===== src/hdl/lpg_pkg.sv =====
// Package for the laser line point generator.
// Holds widths, constants, controller/datapath command and status types,
// and the saturation helper. No dependencies.
package lpg_pkg;

    localparam int COORD_W      = 16;
    localparam int DELTA_W      = 17;
    localparam int SPACING_W    = 16;
    localparam int IDX_W        = 18;
    localparam int SQ_W         = 34;
    localparam int ROOT_W       = 17;
    localparam int SQREM_W      = 20;
    localparam int NUM_W        = 36;
    localparam int CNT_W        = 7;
    localparam int STEP_W       = 6;
    localparam int LEVEL_W      = 16;

    localparam int MAX_BODY_POINTS = 64;
    localparam int EDGE_POINTS     = 10;

    localparam logic [SPACING_W-1:0] SPACING_RESET = 16'd300;
    localparam logic [LEVEL_W-1:0]   LEVEL_FULL    = 16'hFFFF;

    localparam logic [STEP_W-1:0] SQRT_STEPS = STEP_W'(ROOT_W);
    localparam logic [STEP_W-1:0] DIV_STEPS  = STEP_W'(NUM_W);

    // Segment part selector codes
    localparam logic [1:0] FUNC_BODY    = 2'd0;
    localparam logic [1:0] FUNC_LEAD_IN = 2'd1;
    localparam logic [1:0] FUNC_LEAD_OUT = 2'd2;
    // Unused selector, gives no points
    localparam logic [1:0] FUNC_NONE    = 2'd3;

    // Commands from controller to datapath
    typedef struct packed {
        logic load;
        logic sq;
        logic sqrt_init;
        logic sqrt_step;
        logic div_init_len;
        logic div_init_pt;
        logic div_step;
        logic cap;
        logic mul_a;
        logic mul_b;
        logic out_load;
        logic next_pt;
    } lpg_cmd_t;

    // Status from datapath to controller
    typedef struct packed {
        logic count_zero;
        logic last_pt;
    } lpg_stat_t;

    // Apply sign to a magnitude and clamp to signed 16 bits
    function automatic logic signed [COORD_W-1:0] sat16(input logic neg,
                                                        input logic [NUM_W-1:0] mag);
        logic signed [COORD_W-1:0] res;
        if (!neg) begin
            if (mag > NUM_W'(32767))
                res = 16'sh7FFF;
            else
                res = COORD_W'(mag);
        end
        else begin
            if (mag > NUM_W'(32768))
                res = 16'sh8000;
            else
                res = COORD_W'(~mag + NUM_W'(1));
        end
        return res;
    endfunction

endpackage


===== src/hdl/lpg_controller.sv =====
// Controller state machine of the laser line point generator.
// Sequences root, count division and per-point work; owns both handshakes.
// Depends on lpg_pkg.
module lpg_controller (
    input  logic                clk,
    input  logic                rst_n,
    input  logic                in_valid,
    output logic                in_ready,
    input  logic [1:0]          func,
    input  logic                visible,
    output logic                out_valid,
    input  logic                out_ready,
    output lpg_pkg::lpg_cmd_t   cmd,
    input  lpg_pkg::lpg_stat_t  stat
);
    import lpg_pkg::*;

    typedef enum logic [12:0] {
        S_IDLE      = 13'b0000000000001,
        S_SQ        = 13'b0000000000010,
        S_SQRT_INIT = 13'b0000000000100,
        S_SQRT      = 13'b0000000001000,
        S_DIVN_INIT = 13'b0000000010000,
        S_DIVN      = 13'b0000000100000,
        S_CAP       = 13'b0000001000000,
        S_MUL_A     = 13'b0000010000000,
        S_MUL_B     = 13'b0000100000000,
        S_DIV_INIT  = 13'b0001000000000,
        S_DIV       = 13'b0010000000000,
        S_FIN       = 13'b0100000000000,
        S_OUT       = 13'b1000000000000
    } state_t;

    state_t              state_reg, state_next;
    logic [STEP_W-1:0]   step_reg, step_next;
    logic                in_beat;

    assign in_ready  = (state_reg == S_IDLE);
    assign out_valid = (state_reg == S_OUT);
    assign in_beat   = in_valid && in_ready;

    // Next state and commands
    always_comb
    begin
        state_next = state_reg;
        step_next  = step_reg;
        cmd        = '0;
        unique case (state_reg)
            S_IDLE: begin
                if (in_beat) begin
                    cmd.load = 1'b1;
                    if (!visible || func == FUNC_NONE)
                        state_next = S_IDLE;
                    else if (func == FUNC_BODY)
                        state_next = S_SQ;
                    else
                        state_next = S_MUL_A;
                end
            end
            S_SQ: begin
                cmd.sq     = 1'b1;
                state_next = S_SQRT_INIT;
            end
            S_SQRT_INIT: begin
                cmd.sqrt_init = 1'b1;
                step_next     = '0;
                state_next    = S_SQRT;
            end
            S_SQRT: begin
                cmd.sqrt_step = 1'b1;
                step_next     = step_reg + STEP_W'(1);
                if (step_reg == SQRT_STEPS - STEP_W'(1))
                    state_next = S_DIVN_INIT;
            end
            S_DIVN_INIT: begin
                cmd.div_init_len = 1'b1;
                step_next        = '0;
                state_next       = S_DIVN;
            end
            S_DIVN: begin
                cmd.div_step = 1'b1;
                step_next    = step_reg + STEP_W'(1);
                if (step_reg == DIV_STEPS - STEP_W'(1))
                    state_next = S_CAP;
            end
            S_CAP: begin
                cmd.cap    = 1'b1;
                state_next = S_MUL_A;
            end
            S_MUL_A: begin
                // drop a body with no points
                if (stat.count_zero)
                    state_next = S_IDLE;
                else begin
                    cmd.mul_a  = 1'b1;
                    state_next = S_MUL_B;
                end
            end
            S_MUL_B: begin
                cmd.mul_b  = 1'b1;
                state_next = S_DIV_INIT;
            end
            S_DIV_INIT: begin
                cmd.div_init_pt = 1'b1;
                step_next       = '0;
                state_next      = S_DIV;
            end
            S_DIV: begin
                cmd.div_step = 1'b1;
                step_next    = step_reg + STEP_W'(1);
                if (step_reg == DIV_STEPS - STEP_W'(1))
                    state_next = S_FIN;
            end
            S_FIN: begin
                cmd.out_load = 1'b1;
                state_next   = S_OUT;
            end
            S_OUT: begin
                if (out_ready) begin
                    cmd.next_pt = 1'b1;
                    state_next  = stat.last_pt ? S_IDLE : S_MUL_A;
                end
            end
            default: state_next = S_IDLE;
        endcase
    end

    // Hold state and step count
    always_ff @(posedge clk or negedge rst_n)
    begin
        if (!rst_n) begin
            state_reg <= S_IDLE;
            step_reg  <= '0;
        end
        else begin
            state_reg <= state_next;
            step_reg  <= step_next;
        end
    end

    a_no_overlap: assert property (@(posedge clk) disable iff (!rst_n)
        !(in_ready && out_valid))
        else $error("input and output open together");

    a_body_start: assert property (@(posedge clk) disable iff (!rst_n)
        (in_beat && visible && func == FUNC_BODY) |=> (state_reg == S_SQ))
        else $error("body beat did not start root");

    a_div_bound: assert property (@(posedge clk) disable iff (!rst_n)
        cmd.div_step |-> (step_reg < DIV_STEPS))
        else $error("divider ran past its width");

    a_out_load: assert property (@(posedge clk) disable iff (!rst_n)
        $rose(out_valid) |-> $past(cmd.out_load))
        else $error("result shown without load");

endmodule


===== config.mk =====
export PLATFORM = sky130hd
export DESIGN_NAME = lpg_controller
export DESIGN_NICKNAME = d
export VERILOG_FILES = /design/src/hdl/lpg_pkg.sv /design/src/hdl/lpg_controller.sv
export SDC_FILE = /design/constraint.sdc
export NUM_CORES = 1
export LEC_CHECK = 0
export BUFFER_PORTS_ARGS = -buffer_cell sky130_fd_sc_hd__buf_2
export CORE_MARGIN = 3
export CORE_UTILIZATION = 56
export DETAILED_ROUTE_END_ITERATION = 8
export MAX_ROUTING_LAYER = met4
export PLACE_DENSITY = 0.76
export SLEW_MARGIN = 15
export SYNTH_ARGS = -nofsm -noshare
export SYNTH_HDL_FRONTEND = slang
export SYNTH_SLANG_ARGS = --single-unit

===== constraint.sdc =====
create_clock -name clk -period 2.3 [get_ports clk]
set_input_delay 0.46 -clock clk [delete_from_list [all_inputs] [get_ports clk]]
set_output_delay 0.46 -clock clk [all_outputs]
set_load 0.02 [all_outputs]

# After elaboration in Yosys (flattened, before gate mapping)
# Cells that the tools add are included.
[classes]
n_eq_ne = 21
shift = 0
reduce_logical = 9
n_mul = 0
addsub = 1
div_mod_pow = 0
bitwise = 0
muxes = 26
magnitude_cmp = 0
[ops]
columns = ["op", "n"]
rows = [
  ["$pmux W13 S13", 1],
  ["$mux W13", 6],
  ["$mux W8", 2],
  ["$mux W1", 15],
  ["$eq A13 B1 Y1 const B", 1],
  ["$eq A13 B10 Y1 const B", 1],
  ["$eq A13 B11 Y1 const B", 1],
  ["$eq A13 B12 Y1 const B", 1],
  ["$eq A13 B13 Y1 const B", 1],
  ["$eq A13 B2 Y1 const B", 1],
  ["$eq A13 B3 Y1 const B", 1],
  ["$eq A13 B4 Y1 const B", 1],
  ["$eq A13 B5 Y1 const B", 1],
  ["$eq A13 B6 Y1 const B", 1],
  ["$eq A13 B7 Y1 const B", 1],
  ["$eq A13 B8 Y1 const B", 1],
  ["$eq A13 B9 Y1 const B", 1],
  ["$pmux W6 S2", 1],
  ["$mux W9", 1],
  ["$add A6 B1 Y6 const B", 1],
  ["$eq A6 B5 Y1 const B", 1],
  ["$eq A6 B6 Y1 const B", 1],
  ["$ne A2 B2 Y1 const B", 3],
  ["$reduce_or A3 Y1", 2],
  ["9 further kinds", 10],
]
[word_totals]
latchBits = 0
input_bits = 9
register_bits = 19
ramBits = 0
wordCells = 59
mem_bits_ro = 0
mem_count = 0

# Depth between registers and ports, before layout
[logic_depth]
ltp_word = 5
depth_mapped = 7
depth_no_buf = 6

# Worst setup path before layout
# No wires, ideal clock.
[synth_timing]
kind = "register -> output"
from = "reg state_reg[1]"
to = "out cmd[7] (netlist name)"
required_ps = 1840
arrival_time_ps = 1609
slack_ps = 231
path_stages_with_launch = 4
n_path_buf = 1
path_cell_list = "dfrtp_1 -> buf_6 -> or4_4 -> nor3_1"
[synth_rtl]
columns = ["element", "line", "rtl"]
rows = [
  ["start, declared", "lpg_controller.sv:34", "state_t state_reg, state_next;"],
  ["start signal, assigned", "lpg_controller.sv:136", "state_reg <= state_next;"],
  ["end, declared", "lpg_controller.sv:13", "output lpg_pkg::lpg_cmd_t cmd,"],
]

==> summary.md <==
| Metric | Value |
|---|---|
| Count of final max-slew check failures | 0 |
| Combinational Power Share | 0.448 |
| Hold_ws | 0.0787 ns |
| Max Used Layer | met4 |
| Static leakage | 0.889 nW |
| Initial antenna violation count | 0 |
| Multi-input gate area | 867 sq um |
| Vias | 1,422 |
| Clock latency at the later pin of the worst-skew pair | 0.30 ns |
| Fin worst setup slack | -0.0327 ns |
| Critical Path Start Type | flip-flop |
| F_max | 429 MHz |
| Post-layout util | 0.753 |
| TritonCTS Buffers | 3 |
| Crit share post-route | 1.01 |
| Ant. Diodes | 0 |
| Setup crit end kind | output port |
| Async set-reset flop share out of synthesis | 1.00 |
| Syn. warnings | 0 |
| Setup TNS | -0.0327 ns |
| Layout Skew | 0.00284 ns |
| Metal3 WL | 432 um |
| Synth Cell Area | 1390 sq um |
| Post-synth top area cell | dfrtp_1 |
| Synth Instances | 155 |
| FF/Latch Area | 480 sq um |
| Top_reg_cell synth | dfrtp_1 |
| Core area | 2280 sq um |
| Clk buf depth | 2 |
| Synth-to-Final Area Change | 23.0% |
| Initial Util | 0.612 |
| Synth cell count leaders | 18 x dfrtp_1, 12 x nand2_1, 12 x nor2_1, 12 x nor3_1, 9 x nand3_1 |
| Number of H-tree levels | 1 |
| Post-DP HPWL | 2.73 mm |
| RSZ-0062 raised after global routing | yes |
| Share of cells above drive strength 1 | 0.365 |
| Number of flip-flops in the largest register | 13 |
| Worst path arrival time | 1.87 ns |
| Worst Hold Class | primary input to asynchronous set/reset pin |
| Largest net degree at the start of global routing | 20 |
| Vias in the first global route | 1,301 |
| Starting DRT DRC Count | 84 |
| Sequential area share after synthesis | 0.342 |
| Worst rel slew slack | 0.702 |
| Reg power frac | 0.382 |
| Final ANT Viol Nets | 0 |
| DRT Wirelength | 3.98 mm |
| Syn nets | 166 |
| Root Buffer Master | clkbuf_4 |
| # setup viols final | 1 |
| P_sw | 418 uW |
| Die ar. | 3120 sq um |
| Final net count | 204 |
| Pre-antenna DRT Iters | 7 |
| CTS tree | built |
| Final Critical Period | 2.33 ns |
| I/O Pins | 23 |
| Worst Path Class, Setup | flip-flop to output port |
| Pwr per Cell Area | 618 nW/um^2 |
| Seq cells post-synth | 19 |
| Failing checks | negative setup slack |
| Final Hold Vio Count | 0 |
| CP Max Fanout | 4 |
| Fill count | 167 |
| Die height | 55.9 um |
| CP required | 1.84 ns |
| Clock power share | 0.170 |
| First-pass GRT wire length | 6.28 mm |
| Top post-synthesis cells by area | dfrtp_1 32%, nor3_1 4.3%, and4_1 3.8% |
| Worst-Margin Slew | 0.447 ns |
| Via density | 6.46 |
| Met2 wire length | 1.86 mm |
| Port buffer count | 22 |
| P_int | 641 uW |
| Metal-1 WL | 1.61 mm |
| Drt drc | 0 |
| Placed Instances | 203 |
| Synth cell types | 47 |
| Rows | 17 |
| CTS clk-pin slew, worst paths | 0.12 ns |
| Most frequent cell after synthesis | dfrtp_1 |
| Total clock sinks | 19 |
| Max VDD drop | 445 uV |
| Outcome | finished with violations |
| Synthesized area per cell | 8.99 sq um |
| Post-synth EDFFs | 0 |
| Wire length per cell | 18.1 um |
| Total grt overflow | 0 |
| Routability Congestion | 0.932 |
| Switching power share of the total | 0.394 |
| Post-synth top area share | 0.323 |
| Pwr Total | 1.06 mW |
| Layout Cells excl Fill | 220 |
| Max-cap violations | 0 |
| GR Util All Layers | 0.258 |
| Die W | 55.9 um |
## cells by family (layout without fill, tap and decap cells)
family / Yosys count / count (layout) / share of synthesized area
adders and majority gates: 2 / 2 / 0.0180
AOI/OAI and AO/OA: 22 / 22 / 0.132
buffers and inverters: 16 / 53 / 0.0646
and+or+nand+nor: 89 / 89 / 0.394
xor gates and xnor gates: 7 / 7 / 0.0494
DFF: 19 / 19 / 0.342
## power by group through the flow
| stage | sequential, mW | clock [mW] | combinational (mW) |
|---|---|---|---|
| after floorplan | 0.380 | 0 | 0.297 |
| after global placement | 0.404 | 0 | 0.372 |
| after detailed placement | 0.406 | 0 | 0.372 |
| after CTS | 0.401 | 0.176 | 0.413 |
| after global routing | 0.409 | 0.199 | 0.509 |
| final | 0.405 | 0.180 | 0.474 |
## layer usage
layer,GRT usage,vias up
met1,0.344,658
met2,0.422,111
met3,0.0325,17
met4,0.0576,0
li1,-,636
met5,-,-
## repair_timing
item | in CTS | in global routing
hold buffers | 0 | 0
setup endpoints to repair | 9 | 11
setup buffers | 8 | 5
gates resized for setup | 7 | 11
pin swaps | 3 | 3
## path summary, 6_finish.rpt
path / start / endpoint / slack, ns / cells after the start
min in group clk: stat[1] / state_reg[8] / 0.34 / 2
worst min-delay path: rst_n / state_reg[2] / 0.08 / 1
worst max-delay path: state_reg[2] / cmd[1] / -0.03 / 4
worst max register to register: state_reg[11] / state_reg[0] / 0.34 / 6
worst min register to register: step_reg[5] / step_reg[5] / 0.56 / 1
max in group asynchronous: rst_n / state_reg[0] / 1.89 / 1
## critical path, cell delays in order (launching register included)
cell	delay, ns
dfrtp_1	0.44
or4_4	0.59
nor2_4	0.14
and4b_1	0.26
buf_6	0.13
## metrics by stage
stage          instance area [sq um]  setup slack, ns
2_1_floorplan                   1390            0.231
3_3_place_gp                    1530            0.208
3_5_place_dp                    1530            0.159
4_1_cts                         1640         0.000449
5_1_grt                         1710          -0.0991
6_report                        1710          -0.0327
## cell type report
type | instances | share of cell area
Multi-Input combinational cell | 120 | 0.506
Sequential cell | 19 | 0.280
Timing Repair Buffer | 42 | 0.162
Tap cell | 28 | 0.0204
Inverter | 7 | 0.0153
Clock buffer | 3 | 0.0131
Clock inverter | 1 | 0.00292
## layout by cell type, fill, tap and decap left out, types with 2 or more instances in the layout
cell,instances
nor2_1,12
and4_1,4
a21oi_1,2
and3_1,3
buf_6,2
nand4_1,5
nand3_1,9
and4b_1,4
and2_1,2
clkbuf_4,3
nor3_2,2
nor4_1,4
nor2b_1,2
nand2_1,12
or4_4,2
dfrtp_1,15
o21ai_1,6
ha_1,2
buf_4,22
a21o_1,4
nor3_1,10
xor2_1,5
buf_2,18
nand2b_1,5
nor4_4,2
dfrtp_2,3
inv_1,6
Note: power is estimated with default switching activity, not from simulation.
